`src/hw/rtl/wsm_pkg.sv`:
```
`timescale 1ns / 1ps
// ----------------------------------------------------------------------------
// wsm_pkg
// Shared types and constants of the word sequence matcher.
// ----------------------------------------------------------------------------
package wsm_pkg;

  localparam int unsigned CMD_W       = 2;
  localparam int unsigned SLOT_W      = 4;
  localparam int unsigned WORD_W      = 32;
  localparam int unsigned LEN_W       = 5;
  localparam int unsigned CNT_W       = 32;
  localparam int unsigned IN_TDATA_W  = 40;
  localparam int unsigned OUT_TDATA_W = 40;

  typedef enum logic [CMD_W-1:0] {
    CMD_LOAD = 2'd0,
    CMD_WORD = 2'd1,
    CMD_EOS  = 2'd2
  } wsm_cmd_e;

  // Per-beat control broadcast to every cell
  typedef struct packed {
    logic load;
    logic step;
    logic clear;
  } wsm_ctrl_t;

  typedef struct packed {
    logic [CNT_W-1:0] sentence_number;
    logic             found;
  } wsm_result_t;

endpackage

```
`src/hw/rtl/wsm_cell.sv`:
```
`timescale 1ns / 1ps
// ----------------------------------------------------------------------------
// wsm_cell
// One query position: holds its query word and a flag telling whether the
// newest words end in the query prefix up to and including this position.
// ----------------------------------------------------------------------------
module wsm_cell import wsm_pkg::*; #(
  parameter int unsigned IDX  = 0,
  parameter int unsigned ID_W = 32
) (
  input  logic             clk_i,
  input  logic             rst_ni,
  input  wsm_ctrl_t        ctrl_i,
  input  logic [SLOT_W-1:0] slot_i,
  input  logic [ID_W-1:0]  word_i,
  input  logic             match_prev_i,
  output logic             match_q_o,
  output logic             match_d_o
);

  logic [ID_W-1:0] query_q;
  logic            match_q;
  logic            match_d;
  logic            slot_sel;

  assign slot_sel = (IDX < (1 << SLOT_W)) && (slot_i == SLOT_W'(IDX));

  always_ff @(posedge clk_i) begin
    if (ctrl_i.load && slot_sel) begin
      query_q <= word_i;
    end
  end

  // Extend the neighbor's prefix match by one word
  always_comb begin
    match_d = match_q;
    if (ctrl_i.clear) begin
      match_d = 1'b0;
    end else if (ctrl_i.step) begin
      match_d = match_prev_i && (word_i == query_q);
    end
  end

  always_ff @(posedge clk_i or negedge rst_ni) begin
    if (!rst_ni) begin
      match_q <= 1'b0;
    end else begin
      match_q <= match_d;
    end
  end

  assign match_q_o = match_q;
  assign match_d_o = match_d;

endmodule

```
`src/hw/rtl/wsm_out_buf.sv`:
```
`timescale 1ns / 1ps
// ----------------------------------------------------------------------------
// wsm_out_buf
// Two-entry result buffer between the matcher and the output stream.
// ----------------------------------------------------------------------------
module wsm_out_buf import wsm_pkg::*; (
  input  logic        clk_i,
  input  logic        rst_ni,
  input  logic        push_i,
  input  wsm_result_t data_i,
  output logic        ready_o,
  output logic        valid_o,
  output wsm_result_t data_o,
  input  logic        ready_i
);

  logic [1:0]  cnt_q, cnt_d;
  wsm_result_t head_q, tail_q;
  logic        pop;

  assign pop     = valid_o && ready_i;
  assign valid_o = (cnt_q != 2'd0);
  assign ready_o = (cnt_q != 2'd2);
  assign data_o  = head_q;

  always_comb begin
    cnt_d = cnt_q;
    if (push_i && !pop) begin
      cnt_d = cnt_q + 2'd1;
    end else if (pop && !push_i) begin
      cnt_d = cnt_q - 2'd1;
    end
  end

  always_ff @(posedge clk_i or negedge rst_ni) begin
    if (!rst_ni) begin
      cnt_q <= 2'd0;
    end else begin
      cnt_q <= cnt_d;
    end
  end

  always_ff @(posedge clk_i) begin
    if (cnt_q == 2'd2 && pop) begin
      head_q <= tail_q;
    end else if (push_i && (cnt_q == 2'd0 || (cnt_q == 2'd1 && pop))) begin
      head_q <= data_i;
    end
    if (push_i && cnt_q == 2'd1 && !pop) begin
      tail_q <= data_i;
    end
  end

endmodule

```
`src/hw/rtl/word_sequence_matcher.sv`:
```
`timescale 1ns / 1ps
// ----------------------------------------------------------------------------
// word_sequence_matcher
// Finds a query run of word ids inside a stream of sentence words.
// ----------------------------------------------------------------------------
// Usage:
//   cfg channel writes query_length (0 means the empty query, which matches
//   every sentence). Write it only while the block is idle.
//   s_axis beats carry a command in tuser: load a query word into a slot
//   (also restarts sentence numbering and drops any partial sentence), a
//   sentence word, or end of sentence. Unused command codes are dropped.
//   m_axis returns one beat per end of sentence: found flag and the sentence
//   number counted from the last query load.
// Throughput: one input beat per cycle while s_axis_tready_o is high. Each
//   query position is a cell that compares the incoming word with its query
//   word and extends the prefix match of its neighbor, so a word is fully
//   processed in the cycle it is accepted.
// Output: the result of an end-of-sentence beat is registered in the result
//   buffer and appears on m_axis once the results ahead of it are taken.
// Stall: a two-entry result buffer holds results; s_axis_tready_o drops only
//   while both entries wait on the receiver.
// Reset: clears match flags, hit flag, sentence counter, query_length and the
//   result buffer. Query words hold garbage until loaded.
// ----------------------------------------------------------------------------
module word_sequence_matcher import wsm_pkg::*; #(
  parameter int unsigned MAX_QUERY = 16,
  parameter int unsigned ID_BITS   = 32
) (
  input  logic                   clk_i,
  input  logic                   rst_ni,
  // configuration: query_length
  input  logic                   cfg_valid_i,
  output logic                   cfg_ready_o,
  input  logic [LEN_W-1:0]       cfg_data_i,
  // input stream
  input  logic                   s_axis_tvalid_i,
  output logic                   s_axis_tready_o,
  input  logic [IN_TDATA_W-1:0]  s_axis_tdata_i,  // [3:0] query_slot, [35:4] word_id
  input  logic [CMD_W-1:0]       s_axis_tuser_i,  // [1:0] cmd
  // result stream
  output logic                   m_axis_tvalid_o,
  input  logic                   m_axis_tready_i,
  output logic [OUT_TDATA_W-1:0] m_axis_tdata_o   // [0] found, [32:1] sentence_number
);

  localparam int unsigned IdW  = (ID_BITS < WORD_W) ? ID_BITS : WORD_W;
  localparam int unsigned LenW = $clog2(MAX_QUERY + 1);
  localparam int unsigned CmpW = (LenW > LEN_W) ? LenW : LEN_W;
  localparam int unsigned IdxW = (MAX_QUERY > 1) ? $clog2(MAX_QUERY) : 1;

  logic [LEN_W-1:0]  query_length_q;
  logic [CmpW-1:0]   len_ext, len_eff;
  logic [IdxW-1:0]   tap_idx;
  logic              s_accept;
  logic [CMD_W-1:0]  cmd;
  logic [SLOT_W-1:0] slot;
  logic [IdW-1:0]    word;
  wsm_ctrl_t         ctrl;
  logic              hit_q, hit_d;
  logic [CNT_W-1:0]  sentence_cnt_q, sentence_cnt_d;
  logic              push;
  wsm_result_t       result, head;
  logic              match_q [MAX_QUERY];
  logic              match_d [MAX_QUERY];

  assign cfg_ready_o = 1'b1;

  always_ff @(posedge clk_i or negedge rst_ni) begin
    if (!rst_ni) begin
      query_length_q <= '0;
    end else if (cfg_valid_i && cfg_ready_o) begin
      query_length_q <= cfg_data_i;
    end
  end

  assign len_ext = CmpW'(query_length_q);
  assign len_eff = (len_ext > CmpW'(MAX_QUERY)) ? CmpW'(MAX_QUERY) : len_ext;
  assign tap_idx = IdxW'(len_eff - CmpW'(1));

  assign s_accept = s_axis_tvalid_i && s_axis_tready_o;
  assign cmd      = s_axis_tuser_i;
  assign slot     = s_axis_tdata_i[SLOT_W-1:0];
  assign word     = s_axis_tdata_i[SLOT_W +: IdW];

  // Decode the command into the cell broadcast
  always_comb begin
    ctrl = '0;
    push = 1'b0;
    if (s_accept) begin
      unique case (cmd)
        CMD_LOAD: begin
          ctrl.load  = 1'b1;
          ctrl.clear = 1'b1;
        end
        CMD_WORD: ctrl.step = 1'b1;
        CMD_EOS: begin
          ctrl.clear = 1'b1;
          push       = 1'b1;
        end
        default: ;
      endcase
    end
  end

  for (genvar i = 0; i < MAX_QUERY; i++) begin : g_cell
    logic prev;
    if (i == 0) begin : g_head
      assign prev = 1'b1;
    end else begin : g_link
      assign prev = match_q[i-1];
    end
    wsm_cell #(
      .IDX  (i),
      .ID_W (IdW)
    ) u_cell (
      .clk_i        (clk_i),
      .rst_ni       (rst_ni),
      .ctrl_i       (ctrl),
      .slot_i       (slot),
      .word_i       (word),
      .match_prev_i (prev),
      .match_q_o    (match_q[i]),
      .match_d_o    (match_d[i])
    );
  end

  // Sticky hit: tap the cell at the query's last position
  always_comb begin
    hit_d = hit_q;
    if (ctrl.clear) begin
      hit_d = 1'b0;
    end else if (ctrl.step && len_eff != '0 && match_d[tap_idx]) begin
      hit_d = 1'b1;
    end
  end

  always_comb begin
    sentence_cnt_d = sentence_cnt_q;
    if (ctrl.load) begin
      sentence_cnt_d = '0;
    end else if (push) begin
      sentence_cnt_d = sentence_cnt_q + CNT_W'(1);
    end
  end

  always_ff @(posedge clk_i or negedge rst_ni) begin
    if (!rst_ni) begin
      hit_q          <= 1'b0;
      sentence_cnt_q <= '0;
    end else begin
      hit_q          <= hit_d;
      sentence_cnt_q <= sentence_cnt_d;
    end
  end

  assign result.found           = hit_q || (len_eff == '0);
  assign result.sentence_number = sentence_cnt_q;

  wsm_out_buf u_out_buf (
    .clk_i   (clk_i),
    .rst_ni  (rst_ni),
    .push_i  (push),
    .data_i  (result),
    .ready_o (s_axis_tready_o),
    .valid_o (m_axis_tvalid_o),
    .data_o  (head),
    .ready_i (m_axis_tready_i)
  );

  assign m_axis_tdata_o = {{(OUT_TDATA_W - CNT_W - 1){1'b0}}, head.sentence_number, head.found};

  a_eos_gives_result: assert property (@(posedge clk_i) disable iff (!rst_ni)
    (s_accept && cmd == CMD_EOS) |=> m_axis_tvalid_o)
    else $error("end of sentence accepted but no result pending");

  a_load_restarts_count: assert property (@(posedge clk_i) disable iff (!rst_ni)
    (s_accept && cmd == CMD_LOAD) |=> (sentence_cnt_q == '0 && !hit_q))
    else $error("query load did not restart sentence numbering");

  a_eos_clears_window: assert property (@(posedge clk_i) disable iff (!rst_ni)
    (s_accept && cmd == CMD_EOS) |=> (!hit_q && !match_q[0]))
    else $error("window not cleared after end of sentence");

endmodule
```
`config.mk`:
```
export PLATFORM = sky130hd
export DESIGN_NAME = word_sequence_matcher
export DESIGN_NICKNAME = d
export VERILOG_FILES = /design/src/hw/rtl/wsm_pkg.sv /design/src/hw/rtl/wsm_cell.sv /design/src/hw/rtl/wsm_out_buf.sv /design/src/hw/rtl/word_sequence_matcher.sv
export SDC_FILE = /design/constraint.sdc
export NUM_CORES = 1
export LEC_CHECK = 0
export BUFFER_PORTS_ARGS = -buffer_cell sky130_fd_sc_hd__buf_4
export CAP_MARGIN = 20
export CORE_MARGIN = 5
export CORE_UTILIZATION = 55
export CTS_CLUSTER_DIAMETER = 50
export DETAILED_ROUTE_END_ITERATION = 8
export GPL_TIMING_DRIVEN = 1
export PLACE_DENSITY = 0.76
export SETUP_SLACK_MARGIN = 0.2
export SKIP_CTS_REPAIR_TIMING = 1
export SYNTH_ARGS = -nofsm -noshare
export SYNTH_HDL_FRONTEND = slang
export SYNTH_SLANG_ARGS = --single-unit
export TNS_END_PERCENT = 20
```
`constraint.sdc`:
```
create_clock -name clk_i -period 4.3 [get_ports clk_i]
set_clock_uncertainty 0.2 [all_clocks]
set_input_delay 0.645 -clock clk_i [delete_from_list [all_inputs] [get_ports clk_i]]
set_output_delay 0.645 -clock clk_i [all_outputs]
set_load 0.03 [all_outputs]
```
---- Word-level counts from Yosys, hierarchy flattened ----
Index checks and enable logic that the tools add are counted.
word-level totals
  memory bits (writable) .................. 0
  input port bits ......................... 52
  memory bits (read-only) ................. 0
  latch bits .............................. 0
  output and inout port bits .............. 43
  word-level logic and storage cells ...... 190
  memories kept ........................... 0
  register bits after elaboration ......... 634
operators by class
  multipliers ............................. 0
  multiplexer cells ....................... 50
  div/mod/pow operators ................... 0
  shifts and indexed selects .............. 0
  add/subtract/negate cells ............... 4
  equality and inequality tests ........... 36
  bitwise logic cells ..................... 1
  order comparisons ....................... 2
  reduce and logical (&&, ||, !) cells .... 57
operators with widths
  operator               count
  $eq 32x32->1           16
  $mux 33                2
  $mux 32                2
  $logic_and 1x1->1      42
  $mux 1                 41
  $add 32x1->32 const B  1
  $eq 4x4->1 const B     8
  $eq 4x3->1 const B     4
  $reduce_bool 2->1      5
  $eq 4x2->1 const B     2
  $ge 5x5->1 const B     1
  $gt 5x5->1 const B     1
  $logic_not 5->1        1
  $mux 5                 1
  $not 4->5              1
  $reduce_bool 5->1      1
  $bmux 1 s4             1
  $eq 2x1->1 const B     2
  $eq 2x2->1 const B     2
  $eq 4x1->1 const B     1
  $logic_not 2->1        2
  $logic_not 4->1        1
  $mux 2                 2
  $sub 4x1->4 const B    1
  7 further kinds        9

---- Depth between registers and ports, before layout ----
  depth after elaboration ................. 12
  depth in mapped cells ................... 11

---- Cells and area by module ----
A second synthesis with hierarchy kept.
second synthesis, totals
  cells, all modules ...................... 1684
  area total of the unflattened synthesis .. 26790.7 um2
modules (own cells, without submodules)
  module                             seq. area each (um2)  times used  area an instance (um2)  cells each
  wsm_cell at g_cell[11].u_cell ...  985.9                 5           1362.6                  82
  wsm_cell at g_cell[10].u_cell ...  985.9                 4           1365.1                  82
  wsm_cell at g_cell[13].u_cell ...  985.9                 2           1365.1                  83
  wsm_cell at g_cell[4].u_cell ...   985.9                 2           1363.8                  82
  wsm_cell at g_cell[0].u_cell ...   985.9                 2           1362.6                  83
  wsm_out_buf                        2031.9                1           2718.9                  123
  word_sequence_matcher              950.9                 1           2255.9                  245
  wsm_cell at g_cell[3].u_cell       985.9                 1           1360.1                  82

---- Worst setup path after synthesis ----
Ideal clock, no wire load.
  path kind ............................... reg-to-reg
  start point ............................. reg u_out_buf.cnt_q[0]
  end point ............................... reg g_cell[0].u_cell.query_q[0], enable pin
  period minus slack after synthesis ...... 4.758 ns
  stages on the path, launching flop included .. 9
  slack ................................... -0.458 ns
  arrival time ............................ 4.097 ns
  cells stage by stage .................... dfrtp_1 inv_1 ha_1 inv_1 nand3b_1 nor2_1 clkbuf_1 nand2_1 nor3_1
between the ends
  longest elaborated chain between the ends .. 4
ends and longest elaborated chain
  item                      line                         source
  start: declaration        wsm_out_buf.sv:17            logic [1:0] cnt_q, cnt_d;
  start signal: assignment  wsm_out_buf.sv:39            cnt_q <= cnt_d;
  $ne 2x2->1                wsm_out_buf.sv:23            assign ready_o = (cnt_q != 2'd2);
  net s_axis_tready_o       word_sequence_matcher.sv:37  output logic s_axis_tready_o,
  $logic_and 1x1->1         word_sequence_matcher.sv:80  assign s_accept = s_axis_tvalid_i && s_axis_tready_o;
  $mux 3                    word_sequence_matcher.sv:89  if (s_accept) begin
  $logic_and 1x1->1         wsm_cell.sv:29               if (ctrl_i.load && slot_sel) begin
  end signal: assignment    wsm_cell.sv:30               query_q <= word_i;
  end: declaration          wsm_cell.sv:21               logic [ID_W-1:0] query_q;
The timed path passes the listed nets, and every way through them passes these cells.
A chain may end at the register's enable or synchronous reset.

---- Worst setup path after layout ----
  start point ............................. reg u_out_buf.cnt_q[0]
  end point ............................... reg hit_q
between the ends
  longest elaborated chain between the ends .. 10
  elaborated cells on any way between the ends .. 42
  classes of those cells .................. eq/ne: 1; mux: 37; reduce/logical: 4
ends and longest elaborated chain
  item                                       line                          source
  $ne 2x2->1 *                               wsm_out_buf.sv:23
  $logic_and 1x1->1 *                        word_sequence_matcher.sv:80
  $mux 3 *                                   word_sequence_matcher.sv:89
  $mux 1                                     wsm_cell.sv:39                end else if (ctrl_i.step) begin
  $mux 1                                     wsm_cell.sv:37                if (ctrl_i.clear) begin
  $bmux 1 s4                                 word_sequence_matcher.sv:132  end else if (ctrl.step && len_eff != '0 && match_d[tap_idx]) begin
  $mux 1 (implied by the code) (2 in a row)  word_sequence_matcher.sv:132
  $logic_and 1x1->1                          word_sequence_matcher.sv:132
  $reduce_bool 2->1 (no source line)         n/a
  end signal: assignment                     word_sequence_matcher.sv:151  hit_q <= hit_d;
  end: declaration                           word_sequence_matcher.sv:59   logic hit_q, hit_d;
Every way passes the cells marked *; elsewhere a longest branch is shown, timed or not. The select of a mux whose other input is x is not followed.

==> results_dict.tcl <==
set metrics [dict create \
    post_synth.cell_area_avg_um2 15.7 \
    ys_warn_count 0 \
    placed_cell_area_mm2 0.0282 \
    globalRoute.totalOverflow 0 \
    antenna_left 0 \
    sw_frac_of_total_pct 23.6 \
    clk_root_buffer_cell "sky130_fd_sc_hd__clkbuf_16" \
    path_clk_slew_ps 60 \
    final.min_clock_period_ps 3720 \
    power_density_mw_per_mm2 456 \
    vdd_ir_drop_max_uv 307 \
    cell_type_group_with_the_largest_total_delay_on_the_critical_path "compound AO/OA/AOI/OAI gates" \
    routabilityCongestion 0.792 \
    slowest_stage "sky130_fd_sc_hd__nand4bb_1" \
    final_hold_viol_count 38 \
    whs_ps -47.3 \
    number_of_global_route_vias_before_repair 14700 \
    dp_hpwl_um 35500 \
    via_count 14600 \
    clkLatencyLatePin_ps 600 \
    number_of_antenna_violations_at_the_first_check_in_global_routing 1 \
    cts-buffers-inserted 67 \
    cp.required_ps 4570 \
    cts_buffer_depth 3 \
    drt-initial-drc-count 1386 \
    final_common_cell "sky130_fd_sc_hd__edfxtp_1" \
    dr.max_layer_used "met5" \
    antennaDiodeCount 0 \
    grt_first_pass_wirelength_um 90700 \
    finalWorstSetupSlack_ps 580 \
    timing.critical_path.mode_cell "sky130_fd_sc_hd__o22ai_1" \
    synth_top_flop_cell "sky130_fd_sc_hd__edfxtp_1" \
    async_reset_ff_share_pct 8.83 \
    row_count 80 \
    ys_ff_latch 634 \
    worstHoldPathType "in2async" \
    grtUsageTotal_pct 22.7 \
    maxCapViolCount 0 \
    layout_worst_path_cycle_share_pct 86.5 \
    io_buffers 82 \
    postSynthCellCount 1699 \
    die-area_mm2 0.0530 \
    run_status "complete, but fails checks" \
    clockPowerShare_pct 39.8 \
    worstPathArrival_ps 3990 \
    chipHeight_um 230 \
    drv_slew 0 \
    path_max_fanout 8 \
    timing.critical_path.depth 10 \
    drt-vias-per-instance 5.83 \
    layout.nets 1895 \
    cts_htree_levels 3 \
    worst_setup_path_start_kind "flop" \
    setup-violations-final 0 \
    initial_utilization_pct 55.7 \
    seq_power_share_pct 50.6 \
    max-slew-margin-rel_pct 32.7 \
    worstPathBufferInverterCount 2 \
    mostFrequentLayoutCells "578 x sky130_fd_sc_hd__edfxtp_1, 291 x sky130_fd_sc_hd__xnor2_1, 244 x sky130_fd_sc_hd__xor2_1" \
    die_width_um 230 \
    worstPathCellList "inv_1 > ha_1 > nand4bb_1 > buf_4 > nand2_1 > o31a_1 > o22ai_1 > a2111oi_0 > o22ai_1 > a32o_1" \
    tritoncts "built" \
    worstSetupPathType "reg2reg" \
    routed-wl-met3_um 4520 \
    setup.worst_path.end_class "flop" \
    grt_max_degree 57 \
    switchingPower_w 0.00326 \
    fill_cells 3351 \
    ff2ff_path_depth 10 \
    num_io_pins 95 \
    design.core.area_mm2 0.0478 \
    tightest_slew_ps 1000 \
    detailedRoute.firstPassIterationCount 5 \
    detail_route.drc_violations 0 \
    timing.fmax_ghz 0.269 \
    synth-edff-count 578 \
    route.layer.met1.wl_um 24900 \
    detailroute.wirelength.met2_um 29100 \
    post_route_cells_drive_above_1_share_pct 16.4 \
    drt-total-wl_um 60300 \
    preCtsSetupSlack_ps 740 \
    largest_stage_delay_on_the_critical_path_ps 910 \
    grt_setup_unrepaired "false" \
    internal_power_w 0.0105 \
    synth_sequential_area_ratio_pct 70.4 \
    clock_sinks 634 \
    detail_route.wl_per_cell_um 24.1 \
    combPwrFrac_pct 9.6 \
    layout.cell_area.non_filler_mm2 0.0303 \
    leakage_power_of_the_design_nw 10.1 \
    violated_checks "negative hold slack" \
    synthesis.area_mm2 0.0267 \
    netlist-cell-type-count 51 \
    layout_overhead_on_the_synthesized_area_pct 13.6 \
]
-- cell usage after synthesis, types with 10 or more instances --
cell / number / area, um2
sky130_fd_sc_hd__edfxtp_1: 578 / 17400
sky130_fd_sc_hd__xnor2_1: 291 / 2550
sky130_fd_sc_hd__xor2_1: 244 / 2140
sky130_fd_sc_hd__nand4_1: 82 / 513
sky130_fd_sc_hd__nor4_1: 72 / 450
sky130_fd_sc_hd__buf_2: 61 / 305
sky130_fd_sc_hd__dfrtp_1: 56 / 1400
sky130_fd_sc_hd__nor2_1: 50 / 188
sky130_fd_sc_hd__nand2_1: 40 / 150
sky130_fd_sc_hd__mux2_2: 39 / 439
sky130_fd_sc_hd__nand3_1: 32 / 160
sky130_fd_sc_hd__nor3_1: 16 / 80.1
sky130_fd_sc_hd__o21ai_0: 15 / 75.1
sky130_fd_sc_hd__buf_4: 13 / 97.6
sky130_fd_sc_hd__inv_1: 12 / 45.0
sky130_fd_sc_hd__and3_1: 11 / 68.8
sky130_fd_sc_hd__clkbuf_1: 10 / 37.5
-- metal layers --
layer / vias up / track usage [%]
li1: 6459 / -
met1: 7457 / 30.9
met2: 558 / 37.2
met3: 122 / 4.65
met4: 2 / 7.19
met5: - / 0
-- worst register-to-register path, cell delays in order, from the launching register on --
cell and delay [ps]:
sky130_fd_sc_hd__dfrtp_1 390, sky130_fd_sc_hd__inv_1 80, sky130_fd_sc_hd__ha_1 290, sky130_fd_sc_hd__nand4bb_1 910
sky130_fd_sc_hd__buf_4 500, sky130_fd_sc_hd__nand2_1 90, sky130_fd_sc_hd__o31a_1 190, sky130_fd_sc_hd__o22ai_1 110
sky130_fd_sc_hd__a2111oi_0 430, sky130_fd_sc_hd__o22ai_1 150, sky130_fd_sc_hd__a32o_1 270
-- final cells by class --
type | instances | area [um2] | share of cell area, %
flip-flops and latches | 634 | 18800 | 61.9
multi-input cells | 973 | 7510 | 24.8
clock buffers | 94 | 1900 | 6.27
repair buffers | 147 | 1100 | 3.64
well taps | 615 | 769 | 2.54
clock inverters | 27 | 203 | 0.669
inverters | 13 | 48.8 | 0.161
-- sequential cells by signal, summed over array words and instances, names as in the netlist --
signal	cells
g_cell.u_cell.query_q	512
sentence_cnt_q	32
u_out_buf.data_o	33
u_out_buf.cnt_q	2
g_cell.u_cell.match_q_o	16
len_ext	5
u_out_buf.tail_q	33
hit_q	1
-- path summary, 6_finish.rpt --
check / startpoint / end / slack [ps]
max in group asynchronous: rst_ni / sentence_cnt_q[14] / 3360
hold reg to reg: g_cell[1].u_cell.match_q_o / g_cell[1].u_cell.match_q_o / 300
setup / recovery: u_out_buf.cnt_q[0] / hit_q / 580
hold / removal: rst_ni / len_ext[2] / -50
min in group clk_i: cfg_data_i[3] / len_ext[3] / 90
setup reg to reg: u_out_buf.cnt_q[0] / hit_q / 580
-- power by group through the flow --
stage | sequential [W] | clock (W) | combinational [W]
after detailed placement | 0.00712 | 0 | 0.00132
after floorplan | 0.00727 | 0 | 0.000643
after CTS | 0.00699 | 0.00558 | 0.00133
after global placement | 0.00711 | 0 | 0.00129
after global routing | 0.00700 | 0.00584 | 0.00141
final | 0.00699 | 0.00550 | 0.00132
-- cells by family (layout without fill, tap and decap cells) --
logic type      count (synthesis)  count (layout)  synth area share [%]
xor+xnor                      535             535                  17.6
simple gates                  337             337                  7.01
mux                            40              40                  1.73
buf+inv                        98             281                  1.85
other cells                     2               8                0.0282
compound gates                 46              46                  1.13
flops                         634             634                  70.4
fa+ha+maj                       7               7                 0.328
-- per-stage QoR --
step / power [W] / util, % / TNS, ps / hold WS, ps / std cells
after global placement: 0.00839 / 58.9 / 0 / 276 / 2382
final: 0.0138 / 63.3 / 0 / -47.3 / 2503
after floorplan: 0.00791 / - / -19040 / 149 / 1705
after CTS: 0.0139 / 63.3 / 0 / -28.3 / 2503
after detailed placement: 0.00844 / 58.9 / 0 / 286 / 2382
after global routing: 0.0142 / 63.3 / 0 / 24.2 / 2503
No activity file was read; power rests on OpenSTA's default activity.
